### src/sv/hfjm_pkg.sv
// Package: types, constants and helpers for the HID field to joystick mapper.
`timescale 1ns / 1ps
package hfjm_pkg;

  localparam int NUM_BUTTONS = 16;
  localparam int BTN_IDX_W = $clog2(NUM_BUTTONS);

  localparam logic [15:0] PAGE_DESKTOP  = 16'h0001;
  localparam logic [15:0] PAGE_KEYBOARD = 16'h0007;
  localparam logic [15:0] PAGE_BUTTON   = 16'h0009;

  localparam logic [15:0] USE_X     = 16'h0030;
  localparam logic [15:0] USE_Y     = 16'h0031;
  localparam logic [15:0] USE_HAT   = 16'h0039;
  localparam logic [15:0] USE_DP_UP = 16'h0090;
  localparam logic [15:0] USE_DP_DN = 16'h0091;
  localparam logic [15:0] USE_DP_RT = 16'h0092;
  localparam logic [15:0] USE_DP_LT = 16'h0093;

  localparam logic [7:0] HAT_CENTER = 8'hff;
  localparam logic [10:0] THRESHOLD_RESET = 11'd256;
  localparam logic [1:0] DEST_PORT_A = 2'd0;
  localparam logic [1:0] DEST_PORT_B = 2'd1;
  localparam logic [1:0] DEST_MOUSE = 2'd2;

  localparam logic [1:0] REG_PORT = 2'd0;
  localparam logic [1:0] REG_KIND = 2'd1;
  localparam logic [1:0] REG_THR  = 2'd2;

  localparam logic [1:0] PORT_NONE = 2'd0;
  localparam logic [1:0] PORT_A    = 2'd1;
  localparam logic [1:0] KIND_JOY   = 2'd0;
  localparam logic [1:0] KIND_MOUSE = 2'd1;

  // dpad bit order
  localparam int D_UP = 0;
  localparam int D_DOWN = 1;
  localparam int D_RIGHT = 2;
  localparam int D_LEFT = 3;

  // mask bit order
  localparam int M_X = 0;
  localparam int M_Y = 1;
  localparam int M_HAT = 2;
  localparam int M_DPAD = 3;
  localparam int M_B0 = 4;
  localparam int M_B1 = 5;

  typedef struct packed {
    logic               carries_field;
    logic [15:0]        hid_page;
    logic [15:0]        usage_code;
    logic signed [31:0] field_value;
    logic signed [31:0] logical_min;
    logic signed [31:0] logical_max;
    logic [5:0]         bits_per_field;
    logic               report_end;
  } in_item_t;

  typedef struct packed {
    logic [1:0]         destination;
    logic               dir_up;
    logic               dir_down;
    logic               dir_left;
    logic               dir_right;
    logic               fire_pressed;
    logic signed [31:0] mouse_x;
    logic signed [31:0] mouse_y;
  } out_item_t;

  typedef enum logic [3:0] {
    OP_NONE, OP_AXIS_X, OP_AXIS_Y, OP_HAT, OP_DPAD, OP_BUTTON
  } op_t;

  // classified request handed from front to back
  typedef struct packed {
    op_t                 op;
    logic [3:0]          dpad_sel;
    logic [BTN_IDX_W-1:0] btn_idx;
    logic                on;
    logic signed [32:0]  range;
    logic signed [32:0]  centered;
    logic [7:0]          hat;
    logic                report_end;
  } cmd_t;

  typedef enum logic [2:0] {
    ST_IDLE, ST_MUL, ST_DIV, ST_SAT, ST_END, ST_OUT
  } back_state_t;

  typedef struct packed {
    logic [1:0]  port_assignment;
    logic [1:0]  device_kind;
    logic [10:0] dir_threshold;
  } cfg_t;

endpackage

### src/sv/hfjm_front.sv
// Front end: decodes usages into commands and precomputes axis range and offset.
`timescale 1ns / 1ps
module hfjm_front (
  input  logic               clk,
  input  logic               rst,
  input  logic               in_valid,
  output logic               in_ready,
  input  hfjm_pkg::in_item_t in_data,
  output logic               cmd_valid,
  input  logic               cmd_ready,
  output hfjm_pkg::cmd_t     cmd_data
);

  hfjm_pkg::cmd_t c;
  logic signed [32:0] hi;
  logic signed [32:0] lo;
  logic signed [32:0] val;
  logic signed [32:0] rng;
  logic [15:0] bidx;

  always_comb begin
    lo = {in_data.logical_min[31], in_data.logical_min};
    val = {in_data.field_value[31], in_data.field_value};
    hi = {in_data.logical_max[31], in_data.logical_max};
    if (in_data.logical_max == -32'sd1) begin
      if (in_data.bits_per_field >= 6'd31) hi = 33'sh07fffffff;
      else hi = 33'sd1 <<< in_data.bits_per_field[4:0];
      if (in_data.bits_per_field < 6'd31) hi = hi - 33'sd1;
    end
    rng = hi - lo;
    bidx = in_data.usage_code - 16'd1;
    c = '0;
    c.op = hfjm_pkg::OP_NONE;
    c.on = (in_data.field_value != 32'sd0);
    c.range = rng;
    c.centered = val - (rng >>> 1) - lo;
    if (rng < 0 && rng[0]) c.centered = val - ((rng + 33'sd1) >>> 1) - lo;
    c.report_end = in_data.report_end;
    // hat range check uses the maximum as given, without full-scale substitution
    if ((in_data.field_value < in_data.logical_min) ||
        (in_data.field_value > in_data.logical_max)) c.hat = hfjm_pkg::HAT_CENTER;
    else c.hat = in_data.field_value[7:0] - in_data.logical_min[7:0];
    if (in_data.carries_field) begin
      case (in_data.hid_page)
        hfjm_pkg::PAGE_DESKTOP: begin
          case (in_data.usage_code)
            hfjm_pkg::USE_X:     c.op = hfjm_pkg::OP_AXIS_X;
            hfjm_pkg::USE_Y:     c.op = hfjm_pkg::OP_AXIS_Y;
            hfjm_pkg::USE_HAT:   c.op = hfjm_pkg::OP_HAT;
            hfjm_pkg::USE_DP_UP: begin
              c.op = hfjm_pkg::OP_DPAD; c.dpad_sel[hfjm_pkg::D_UP] = 1'b1;
            end
            hfjm_pkg::USE_DP_DN: begin
              c.op = hfjm_pkg::OP_DPAD; c.dpad_sel[hfjm_pkg::D_DOWN] = 1'b1;
            end
            hfjm_pkg::USE_DP_RT: begin
              c.op = hfjm_pkg::OP_DPAD; c.dpad_sel[hfjm_pkg::D_RIGHT] = 1'b1;
            end
            hfjm_pkg::USE_DP_LT: begin
              c.op = hfjm_pkg::OP_DPAD; c.dpad_sel[hfjm_pkg::D_LEFT] = 1'b1;
            end
            default: c.op = hfjm_pkg::OP_NONE;
          endcase
        end
        hfjm_pkg::PAGE_KEYBOARD: begin
          case (in_data.usage_code) inside
            16'h004f, 16'h005e: begin
              c.op = hfjm_pkg::OP_DPAD; c.dpad_sel[hfjm_pkg::D_RIGHT] = 1'b1;
            end
            16'h0050, 16'h005c: begin
              c.op = hfjm_pkg::OP_DPAD; c.dpad_sel[hfjm_pkg::D_LEFT] = 1'b1;
            end
            16'h0051, 16'h005a: begin
              c.op = hfjm_pkg::OP_DPAD; c.dpad_sel[hfjm_pkg::D_DOWN] = 1'b1;
            end
            16'h0052, 16'h0060: begin
              c.op = hfjm_pkg::OP_DPAD; c.dpad_sel[hfjm_pkg::D_UP] = 1'b1;
            end
            16'h001d, 16'h0028, 16'h002c, 16'h0058: begin
              c.op = hfjm_pkg::OP_BUTTON; c.btn_idx = '0;
            end
            default: c.op = hfjm_pkg::OP_NONE;
          endcase
        end
        hfjm_pkg::PAGE_BUTTON: begin
          if (bidx < 16'(hfjm_pkg::NUM_BUTTONS)) begin
            c.op = hfjm_pkg::OP_BUTTON;
            c.btn_idx = bidx[hfjm_pkg::BTN_IDX_W-1:0];
          end
        end
        default: c.op = hfjm_pkg::OP_NONE;
      endcase
    end
  end

  // two-entry queue between front and back
  hfjm_pkg::cmd_t q [2];
  logic wp;
  logic rp;
  logic [1:0] cnt;

  assign in_ready = (cnt != 2'd2);
  assign cmd_valid = (cnt != 2'd0);
  assign cmd_data = q[rp];

  always_ff @(posedge clk) begin
    if (in_valid && in_ready) q[wp] <= c;
  end

  always_ff @(posedge clk) begin
    if (rst) begin
      wp <= 1'b0; rp <= 1'b0; cnt <= 2'd0;
    end else begin
      if (in_valid && in_ready) wp <= ~wp;
      if (cmd_valid && cmd_ready) rp <= ~rp;
      cnt <= cnt + 2'(in_valid && in_ready) - 2'(cmd_valid && cmd_ready);
    end
  end

  a_cnt_max: assert property (@(posedge clk) disable iff (rst) cnt <= 2'd2)
    else $error("queue count overflow");
  a_full_noready: assert property (@(posedge clk) disable iff (rst)
    (cnt == 2'd2) |-> !in_ready) else $error("ready while full");
  a_empty_novalid: assert property (@(posedge clk) disable iff (rst)
    (cnt == 2'd0) |-> !cmd_valid) else $error("valid while empty");

endmodule

### src/sv/hfjm_div.sv
// Iterative restoring divider: signed 45-bit dividend by signed 33-bit divisor.
`timescale 1ns / 1ps
module hfjm_div (
  input  logic               clk,
  input  logic               rst,
  input  logic               start,
  input  logic signed [44:0] dividend,
  input  logic signed [32:0] divisor,
  output logic               done,
  output logic signed [44:0] quotient
);

  logic [44:0] rem_q;
  logic [44:0] quo;
  logic [32:0] dvs;
  logic        neg;
  logic [5:0]  step;
  logic        busy;
  logic [45:0] trial;
  logic [44:0] rem_sh;

  always_comb begin
    rem_sh = {rem_q[43:0], quo[44]};
    trial = {1'b0, rem_sh} - {13'd0, dvs};
  end

  assign quotient = neg ? -$signed(quo) : $signed(quo);

  always_ff @(posedge clk) begin
    if (rst) begin
      busy <= 1'b0; done <= 1'b0; step <= '0;
    end else begin
      done <= 1'b0;
      if (start) begin
        busy <= 1'b1; step <= 6'd0;
        rem_q <= '0;
        quo <= dividend[44] ? 45'(-dividend) : dividend;
        dvs <= divisor[32] ? 33'(-divisor) : divisor;
        neg <= dividend[44] ^ divisor[32];
      end else if (busy) begin
        if (!trial[45]) begin
          rem_q <= trial[44:0]; quo <= {quo[43:0], 1'b1};
        end else begin
          rem_q <= rem_sh; quo <= {quo[43:0], 1'b0};
        end
        step <= step + 6'd1;
        if (step == 6'd44) begin
          busy <= 1'b0; done <= 1'b1;
        end
      end
    end
  end

endmodule

### src/sv/hfjm_back.sv
// Back end: updates gamepad state, runs axis scaling and builds report-end results.
`timescale 1ns / 1ps
module hfjm_back (
  input  logic              clk,
  input  logic              rst,
  input  logic              cmd_valid,
  output logic              cmd_ready,
  input  hfjm_pkg::cmd_t    cmd_data,
  input  hfjm_pkg::cfg_t    cfg,
  output logic              out_valid,
  input  logic              out_ready,
  output hfjm_pkg::out_item_t out_data
);

  hfjm_pkg::back_state_t state;
  hfjm_pkg::back_state_t state_next;

  logic signed [31:0] axis_x;
  logic signed [31:0] axis_y;
  logic [7:0]  hat_position;
  logic [3:0]  dpad_bits;
  logic [hfjm_pkg::NUM_BUTTONS-1:0] button_bits;
  logic [5:0]  updated_mask;
  hfjm_pkg::cmd_t cur;
  logic signed [44:0] prod;
  logic div_start;
  logic div_done;
  logic signed [44:0] quo;
  logic signed [31:0] sat;
  hfjm_pkg::out_item_t res;
  logic res_ok;
  logic up, down, left, right, fire;
  logic signed [11:0] thr;

  hfjm_div u_div (
    .clk(clk), .rst(rst), .start(div_start), .dividend(prod),
    .divisor(cur.range), .done(div_done), .quotient(quo)
  );

  always_comb begin
    if (quo > 45'sh0007fffffff) sat = 32'sh7fffffff;
    else if (quo < -45'sh00080000000) sat = 32'sh80000000;
    else sat = quo[31:0];
  end

  always_comb begin
    thr = $signed({1'b0, cfg.dir_threshold});
    up = 1'b0; down = 1'b0; left = 1'b0; right = 1'b0; fire = 1'b0;
    if (updated_mask[hfjm_pkg::M_HAT]) begin
      case (hat_position)
        8'd0: up = 1'b1;
        8'd1: begin up = 1'b1; right = 1'b1; end
        8'd2: right = 1'b1;
        8'd3: begin right = 1'b1; down = 1'b1; end
        8'd4: down = 1'b1;
        8'd5: begin down = 1'b1; left = 1'b1; end
        8'd6: left = 1'b1;
        8'd7: begin left = 1'b1; up = 1'b1; end
        default: ;
      endcase
    end
    if (updated_mask[hfjm_pkg::M_DPAD]) begin
      up = up | dpad_bits[hfjm_pkg::D_UP];
      down = down | dpad_bits[hfjm_pkg::D_DOWN];
      right = right | dpad_bits[hfjm_pkg::D_RIGHT];
      left = left | dpad_bits[hfjm_pkg::D_LEFT];
    end
    if (updated_mask[hfjm_pkg::M_B0]) fire = button_bits[0];
    if (updated_mask[hfjm_pkg::M_B1] && button_bits[1]) up = 1'b1;
    if (updated_mask[hfjm_pkg::M_X]) begin
      if (axis_x < -32'(thr)) left = 1'b1;
      if (axis_x > 32'(thr)) right = 1'b1;
    end
    if (updated_mask[hfjm_pkg::M_Y]) begin
      if (axis_y < -32'(thr)) up = 1'b1;
      if (axis_y > 32'(thr)) down = 1'b1;
    end
  end

  always_comb begin
    state_next = state;
    cmd_ready = 1'b0;
    div_start = 1'b0;
    case (state)
      hfjm_pkg::ST_IDLE: begin
        cmd_ready = 1'b1;
        if (cmd_valid) begin
          if ((cmd_data.op == hfjm_pkg::OP_AXIS_X || cmd_data.op == hfjm_pkg::OP_AXIS_Y)
              && cmd_data.range != 33'sd0)
            state_next = hfjm_pkg::ST_MUL;
          else if (cmd_data.report_end) state_next = hfjm_pkg::ST_END;
        end
      end
      hfjm_pkg::ST_MUL: begin
        div_start = 1'b1;
        state_next = hfjm_pkg::ST_DIV;
      end
      hfjm_pkg::ST_DIV: if (div_done) state_next = hfjm_pkg::ST_SAT;
      hfjm_pkg::ST_SAT: state_next = cur.report_end ? hfjm_pkg::ST_END : hfjm_pkg::ST_IDLE;
      hfjm_pkg::ST_END: state_next = res_ok ? hfjm_pkg::ST_OUT : hfjm_pkg::ST_IDLE;
      hfjm_pkg::ST_OUT: if (out_ready) state_next = hfjm_pkg::ST_IDLE;
      default: state_next = hfjm_pkg::ST_IDLE;
    endcase
  end

  always_comb begin
    res = '0;
    res_ok = 1'b0;
    if (cfg.port_assignment != hfjm_pkg::PORT_NONE) begin
      if (cfg.device_kind == hfjm_pkg::KIND_JOY) begin
        res_ok = 1'b1;
        res.destination = (cfg.port_assignment == hfjm_pkg::PORT_A) ?
                          hfjm_pkg::DEST_PORT_A : hfjm_pkg::DEST_PORT_B;
        res.dir_up = up; res.dir_down = down; res.dir_left = left;
        res.dir_right = right; res.fire_pressed = fire;
      end else if (cfg.device_kind == hfjm_pkg::KIND_MOUSE) begin
        res_ok = 1'b1;
        res.destination = hfjm_pkg::DEST_MOUSE;
        res.mouse_x = axis_x; res.mouse_y = axis_y;
      end
    end
  end

  assign out_valid = (state == hfjm_pkg::ST_OUT);

  always_ff @(posedge clk) begin
    if (rst) state <= hfjm_pkg::ST_IDLE;
    else state <= state_next;
  end

  always_ff @(posedge clk) begin
    if (state == hfjm_pkg::ST_IDLE && cmd_valid) begin
      cur <= cmd_data;
      prod <= 45'(cmd_data.centered) <<< 10;
    end
    if (state == hfjm_pkg::ST_END) out_data <= res;
  end

  always_ff @(posedge clk) begin
    if (rst) begin
      axis_x <= '0; axis_y <= '0; hat_position <= hfjm_pkg::HAT_CENTER;
      dpad_bits <= '0; button_bits <= '0; updated_mask <= '0;
    end else begin
      if (state == hfjm_pkg::ST_IDLE && cmd_valid) begin
        case (cmd_data.op)
          hfjm_pkg::OP_AXIS_X: begin
            updated_mask[hfjm_pkg::M_X] <= 1'b1;
            if (cmd_data.range == 33'sd0) axis_x <= '0;
          end
          hfjm_pkg::OP_AXIS_Y: begin
            updated_mask[hfjm_pkg::M_Y] <= 1'b1;
            if (cmd_data.range == 33'sd0) axis_y <= '0;
          end
          hfjm_pkg::OP_HAT: begin
            hat_position <= cmd_data.hat;
            updated_mask[hfjm_pkg::M_HAT] <= 1'b1;
          end
          hfjm_pkg::OP_DPAD: begin
            dpad_bits <= cmd_data.on ? (dpad_bits | cmd_data.dpad_sel)
                                     : (dpad_bits & ~cmd_data.dpad_sel);
            updated_mask[hfjm_pkg::M_DPAD] <= 1'b1;
          end
          hfjm_pkg::OP_BUTTON: begin
            button_bits[cmd_data.btn_idx] <= cmd_data.on;
            if (cmd_data.btn_idx == '0) updated_mask[hfjm_pkg::M_B0] <= 1'b1;
            if (cmd_data.btn_idx == hfjm_pkg::BTN_IDX_W'(1))
              updated_mask[hfjm_pkg::M_B1] <= 1'b1;
          end
          default: ;
        endcase
      end
      if (state == hfjm_pkg::ST_SAT) begin
        if (cur.op == hfjm_pkg::OP_AXIS_X) axis_x <= sat;
        else axis_y <= sat;
      end
      // close the report
      if (state == hfjm_pkg::ST_END) updated_mask <= '0;
    end
  end

  a_out_hold: assert property (@(posedge clk) disable iff (rst)
    (out_valid && !out_ready) |=> out_valid) else $error("result dropped");
  a_no_take_busy: assert property (@(posedge clk) disable iff (rst)
    (state != hfjm_pkg::ST_IDLE) |-> !cmd_ready) else $error("request taken while busy");
  a_mask_clear: assert property (@(posedge clk) disable iff (rst)
    (state == hfjm_pkg::ST_END) |=> (updated_mask == 6'd0)) else $error("mask not cleared");

endmodule

### src/sv/hid_field_to_joystick_mapper.sv
// Top level: configuration registers, front decoder and back executor.
`timescale 1ns / 1ps
// Each field request is decoded in the front and queued (two deep); the back
// takes most requests in its idle state, while an x or y axis with a nonempty
// range also runs the 45-step serial divider and then saturates.
// A report end adds the end state, then waits for any result to be taken.
module hid_field_to_joystick_mapper (
  input  logic                clk,
  input  logic                rst,
  input  logic                in_valid,
  output logic                in_ready,
  input  hfjm_pkg::in_item_t  in_data,
  output logic                out_valid,
  input  logic                out_ready,
  output hfjm_pkg::out_item_t out_data,
  input  logic                psel,
  input  logic                penable,
  input  logic                pwrite,
  input  logic [3:0]          paddr,
  input  logic [31:0]         pwdata,
  output logic [31:0]         prdata,
  output logic                pready
);

  hfjm_pkg::cfg_t cfg;
  logic cmd_valid;
  logic cmd_ready;
  hfjm_pkg::cmd_t cmd_data;

  assign pready = 1'b1;

  always_ff @(posedge clk) begin
    if (rst) begin
      cfg.port_assignment <= '0;
      cfg.device_kind <= '0;
      cfg.dir_threshold <= hfjm_pkg::THRESHOLD_RESET;
    end else if (psel && penable && pwrite) begin
      case (paddr[3:2])
        hfjm_pkg::REG_PORT: cfg.port_assignment <= pwdata[1:0];
        hfjm_pkg::REG_KIND: cfg.device_kind <= pwdata[1:0];
        hfjm_pkg::REG_THR:  cfg.dir_threshold <= pwdata[10:0];
        default: ;
      endcase
    end
  end

  always_comb begin
    case (paddr[3:2])
      hfjm_pkg::REG_PORT: prdata = {30'd0, cfg.port_assignment};
      hfjm_pkg::REG_KIND: prdata = {30'd0, cfg.device_kind};
      hfjm_pkg::REG_THR:  prdata = {21'd0, cfg.dir_threshold};
      default: prdata = '0;
    endcase
  end

  hfjm_front u_front (
    .clk(clk), .rst(rst), .in_valid(in_valid), .in_ready(in_ready), .in_data(in_data),
    .cmd_valid(cmd_valid), .cmd_ready(cmd_ready), .cmd_data(cmd_data)
  );

  hfjm_back u_back (
    .clk(clk), .rst(rst), .cmd_valid(cmd_valid), .cmd_ready(cmd_ready),
    .cmd_data(cmd_data), .cfg(cfg), .out_valid(out_valid), .out_ready(out_ready),
    .out_data(out_data)
  );

endmodule
### config.mk
export PLATFORM = sky130hd
export DESIGN_NAME = hid_field_to_joystick_mapper
export DESIGN_NICKNAME = d
export VERILOG_FILES = /design/src/sv/hfjm_pkg.sv /design/src/sv/hfjm_front.sv /design/src/sv/hfjm_div.sv /design/src/sv/hfjm_back.sv /design/src/sv/hid_field_to_joystick_mapper.sv
export SDC_FILE = /design/constraint.sdc
export NUM_CORES = 2
export LEC_CHECK = 0
export BUFFER_PORTS_ARGS = -buffer_cell sky130_fd_sc_hd__buf_2
export CAP_MARGIN = 20
export CORE_MARGIN = 8
export CORE_UTILIZATION = 65
export DETAILED_ROUTE_END_ITERATION = 8
export PLACE_DENSITY = 0.91
export SKIP_CTS_REPAIR_TIMING = 1
export SLEW_MARGIN = 5
export SYNTH_ARGS = -nofsm -noshare
export SYNTH_HDL_FRONTEND = slang
export SYNTH_HIERARCHICAL = 1
export SYNTH_SLANG_ARGS = --single-unit
### constraint.sdc
create_clock -name clk -period 12.5 [get_ports clk]
set_input_delay 1.25 -clock clk [delete_from_list [all_inputs] [get_ports clk]]
set_output_delay 1.25 -clock clk [all_outputs]
set_load 0.02 [all_outputs]
# --- Yosys cells after proc, flatten, opt, wreduce, memory -nomap -nowiden ---
# Memories as Yosys holds them, arrays and structs flattened. A register that Yosys moved wholly into a read port is not among the register bits.
# Index checks and enable logic that the tools add are counted.
word_totals:
  in_bits: 179
  mem_count: 1
  ram_bits: 176
  reg_bits: 393
classes:
  add_sub_neg: 17
  order_cmp: 14
  n_shift: 1
  reduce_logical: 51
  n_bitwise: 14
  n_eq_ne: 52
  muxes: 102
memory_table:
  columns: ["name", "words", "word_bits", "rd", "rd_ports_with_merged_regs", "write_ports", "line_no", "source"]
  rows:
  - ["u_front.q", 2, 88, 1, 1, 1, "hfjm_front.sv:97", "hfjm_pkg::cmd_t q [2];"]
ops:
  columns: ["cell", "n"]
  rows:
  - ["2-to-1 mux 32 bit", 13]
  - ["2-to-1 mux 45 bit", 4]
  - ["2-to-1 mux 33 bit", 5]
  - ["equality test 16 x 7 -> 1 bit, second input constant", 9]
  - ["subtractor 33 x 32 -> 33 bit", 3]
  - ["less-than comparator 32 bit", 3]
  - ["2-to-1 mux 44 bit", 2]
  - ["equality test 16 x 6 -> 1 bit, second input constant", 5]
  - ["subtractor 32 x 32 -> 33 bit", 2]
  - ["equality test 16 x 8 -> 1 bit, second input constant", 4]
  - ["> comparator 32 x 12 -> 1 bit", 2]
  - ["2-to-1 mux 1 bit", 51]
  - ["subtractor 45 x 33 -> 46 bit", 1]
  - ["> comparator 45 x 32 -> 1 bit, second input constant", 1]
  - ["less-than comparator 45 x 32 -> 1 bit, second input constant", 1]
  - ["negator 43 -> 45 bit", 1]
  - ["negator 45 bit", 1]
  - ["adder 33 x 2 -> 33 bit, second input constant", 1]
  - ["logical NOT 33 bit", 1]
  - ["less-than comparator 33 x 1 -> 1 bit, second input constant", 1]
  - ["negator 33 bit", 1]
  - ["case mux 11 bit (3 select lines)", 1]
  - ["nonzero test 33 bit", 1]
  - ["<<< shifter 2 x 5 -> 33 bit, first input constant", 1]
  - ["64 further kinds", 136]

# --- Depth between registers and ports, before layout ---
logic_depth:
  ltp_word: 11
  mapped_depth: 37

# --- By module ---
# Netlist, hierarchy kept.
by_module_without_submodules:
  columns: ["module", "cells_each", "instances", "area_each_um2"]
  rows:
  - ["hfjm_front", 1968, 1, 18340.1]
  - ["hfjm_back", 995, 1, 10735.3]
  - ["hfjm_div", 1088, 1, 9681.8]
  - ["hid_field_to_joystick_mapper", 104, 1, 935.9]

# --- Worst setup path before layout ---
# Ideal clock, no wire load.
synth_path:
  kind: "input-to-reg"
  from: "input in_data[3] in the netlist's numbering"
  to: "memory u_front/q[0][41] in the netlist's numbering, data pin"
  path_stages: 32
  required_ns: 12.238
  path_slack_ns: 4.097
  arrival_ns: 8.141
  setup_ns: 0.262
  path_buffers: 2
  path_cell_list: "clkbuf_1 > nand2_1 > nor2_1 > a22o_1 > a21oi_1 > ha_1 > a21bo_2 > a2111oi_4 > clkbuf_1 > xor2_1 > a21oi_1 > ha_1 > a21o_4 > a21o_1 > o21ai_0 > o311ai_0 > a211oi_2 > o21ai_1 > nor4_4 > nand2_1 > xnor2_1 > fa_1 > inv_1 > ha_1 > a2111oi_0 > a21o_1 > and4b_1 > o31ai_1 > o31ai_1 > a21oi_1 > xnor2_1 > mux2_2"
synth_rtl:
  columns: ["element", "line_no", "source"]
  rows:
  - ["from (decl)", "hid_field_to_joystick_mapper.sv:12", "input hfjm_pkg::in_item_t in_data,"]
  - ["to (decl)", "hfjm_front.sv:97", null]

==> impl_metrics.ini <==
[pwr]
p_leak_nw = 18.1
powerDensity_nw_per_um2 = 178
ir_worst_vdd_uv = 142

[sta]
post-route-min-period_ns = 9.87
hold_viol = 0
rsz0062_at_grt = no
relSlewSlack_pct = 27.8
fmax_ghz = 0.101
fin_skew_ns = 0.0562
slew_viol_final = 0
tightest_slew_ns = 1.08
period_share_pct = 79.0
fin_setup_tns_ns = 0
setup_viol = 0

[floorplanning]
die-height_um = 263
placementRows = 90
start_util_pct = 65.8
die_area_um2 = 69200
core_um2 = 60400
die_width_um = 263
boundaryPins = 285

[logic_synthesis]
synth_edf_count = 439
async_flop_share_pct = 0
ys_ff_latch = 554
syn_inst = 4155
synth.avg_cell_area_um2 = 9.55
synth-warning-count = 6
ys.flop_type = edfxtp_1
syn_area_um2 = 39700
yosysSeqAreaShare_pct = 39.0
yosysUniqueCellTypes = 120

[cells_and_area]
antenna_cells = 0
area_delta_synth_final_pct = 9.36
nets = 4893
fillers = 4217
drive_above_1_share_pct = 12.5
final_util_pct = 71.9

[route]
remaining_drc_errors = 1
wl_per_cell_um = 20.5
firstDrtPassIters = 9
viasPerCell = 6.35
drt_iter0_drc = 3666
num_vias = 32900
routed_wl_um = 106000
antenna_left = 0

[global_routing]
grt_pass1_vias = 32200
grt_remaining_overflow = 0
grt_max_degree = 99
grt_pass1_wl_um = 168000
antenna_found_initial = 0
gr-usage-all-layers_pct = 29.2

[setup_path]
cpMaxStageDelayCell = a2111oi_4
crit_arrival_ns = 10.18
r2r_setup_slack_ns = 7.15
reg2reg_to = u_back/axis_y[12]
cp.required_ns = 12.81
rr_worst_depth = 15
r2r-start = u_back/u_div/quo[27]
crit_end = u_front/q[0][39]
critical_path.startpoint = in_data[4]
cp-end-kind = register
cp_slowest_stage_delay_ns = 0.87
cp-start-kind = input port
critPathMaxFanout = 26
worstSetupPathType = input port to register

[run_status]
violations = design-rule violations
status = finished with violations

[clock_tree]
cts.root.buffer_cell = clkbuf_16
cts_buffer_depth = 3
clk_latency_ns = 0.63
htreeDepth = 2
cts_tree = built
cts_buffers = 56
path_clk_slew_ns = 0.06
clock_sinks = 554

[placed_design]
numPortBuffers = 239
hpwl_um = 78300
place_congestion = 0.976

[hold_path]
hold_class = register to register

[run]
drv_cap = 0
[kinds of logic after synthesis]
logic type               synth area share (%)
buffers and inverters                    5.24
adder cells (fa/ha/maj)                  12.6
flip-flops                               39.0
multiplexers                             3.65
AND/OR/NAND/NOR                          17.5
AO/OA/AOI/OAI                            15.7
other                                  0.0378
XOR/XNOR                                 6.28
[sequential cells by signal, summed over array words and instances, names as in the netlist, 6 cells and up, named ones only]
signal               count
u_back/u_div/dvs        33
u_back/u_div/quo        45
u_back/axis_y           32
u_back/prod             33
u_back/u_div/step        6
u_back/updated_mask      6
u_front/q              174
u_back/cur              38
cfg                     15
u_back/u_div/rem_q      44
u_back/out_data         71
u_back/axis_x           32
u_back/hat_position      8
[per-layer routing]
metal | track usage (%) | wire (um) | up-vias
met3 | 4.80 | 8110 | 335
met1 | 36.8 | 42600 | 15600
met2 | 49.6 | 50500 | 1673
li1 | - | - | 15300
met5 | 0 | 0 | -
met4 | 12.3 | 4830 | 0
[stage by stage]
step | hold WS [ns] | total power, W | setup slack (ns) | cells | cell area, um^2
6_report | 0.477 | 0.00771 | 2.63 | 5182 | 43400
5_1_grt | 0.501 | 0.00810 | 2.10 | 5182 | 43400
4_1_cts | 0.474 | 0.00764 | 2.87 | 5178 | 43300
3_5_place_dp | 0.455 | 0.00593 | 2.31 | 5074 | 41500
3_3_place_gp | 0.443 | 0.00576 | 2.39 | 5074 | 41500
2_1_floorplan | 0.430 | 0.00514 | 4.10 | 4206 | 39900
[cell usage after synthesis, types with 8 or more instances]
cell type,count,area [um^2]
edfxtp_1,439,13200
inv_1,334,1250
a21oi_1,332,1660
nand2_1,322,1210
nor2_1,320,1200
ha_1,294,3680
o21ai_0,198,991
xnor2_1,172,1510
clkbuf_1,125,469
dfxtp_1,115,2300
xor2_1,109,955
a21o_1,102,766
mux2_2,92,1040
and3_1,89,557
nand2b_1,88,551
nand3_1,79,395
nand4_1,70,438
nor3_1,67,335
fa_1,66,1320
nor4_1,57,357
o21a_1,55,413
o31ai_1,45,338
or3_1,44,275
nor2b_1,42,263
mux2i_1,40,400
buf_4,29,218
a211oi_1,27,203
a31oi_1,24,150
o211ai_1,24,180
and2_1,23,144
or4_1,22,165
or2_2,20,125
buf_2,19,95.1
nand3b_1,19,143
o21bai_1,15,113
o41ai_1,15,131
nor3b_1,11,82.6
buf_1,9,33.8
and4_1,8,70.1
o21ai_1,8,40.0
[placed cells by master (no fill, tap or decap), types with 21 or more instances in the layout]
cell type    n
xor2_1     109
a211oi_1    27
nor2_1     315
a21o_1     102
nor4_1      57
and2_1      21
conb_1      55
or3_1       44
ha_1       294
o21a_1      55
edfxtp_1   439
dfxtp_1    114
mux2_2      92
xnor2_1    172
buf_2      238
nor3_1      67
nor2b_1     41
inv_1      334
o21ai_0    198
and3_1      88
buf_4       31
a31oi_1     24
nand3_1     79
mux2i_1     40
o211ai_1    24
nand2b_1    88
o31ai_1     45
or4_1       22
clkbuf_16   57
nand2_1    322
nand4_1     70
fa_1        66
a21oi_1    330
[critical path: cells and delay by family]
family	cells	cell delay [ns]
AND/OR/NAND/NOR	4	1.16
buffers and inverters	3	0.64
adder cells (fa/ha/maj)	4	1.54
XOR/XNOR	3	0.59
AO/OA/AOI/OAI	16	4.84
multiplexers	1	0.13
[cell type report]
type / instances / area [um^2] / area share, %
well taps: 782 / 978 / 2.25
multi-input cells: 3135 / 22400 / 51.6
repair buffers: 273 / 1490 / 3.44
flip-flops and latches: 554 / 15500 / 35.7
clock buffers: 75 / 1510 / 3.47
clock inverters: 29 / 299 / 0.689
inverters: 334 / 1250 / 2.89
[worst min path at each step]
stage,endpoint,startpoint,cells past startpoint
after floorplan,u_back/hat_position[3],u_back/hat_position[3],2
after global placement,u_back/updated_mask[4],u_back/updated_mask[4],1
after detailed placement,register,register,2
after CTS,register,register,2
after global routing,register,register,2
final,register,register,2
[report_power, final]
group	switching (W)	total, W	internal [W]
registers	0.000281	0.00293	0.00265
clock network	0.000713	0.00165	0.000936
logic	0.00193	0.00313	0.00120
(Power assumes the default switching activity.)
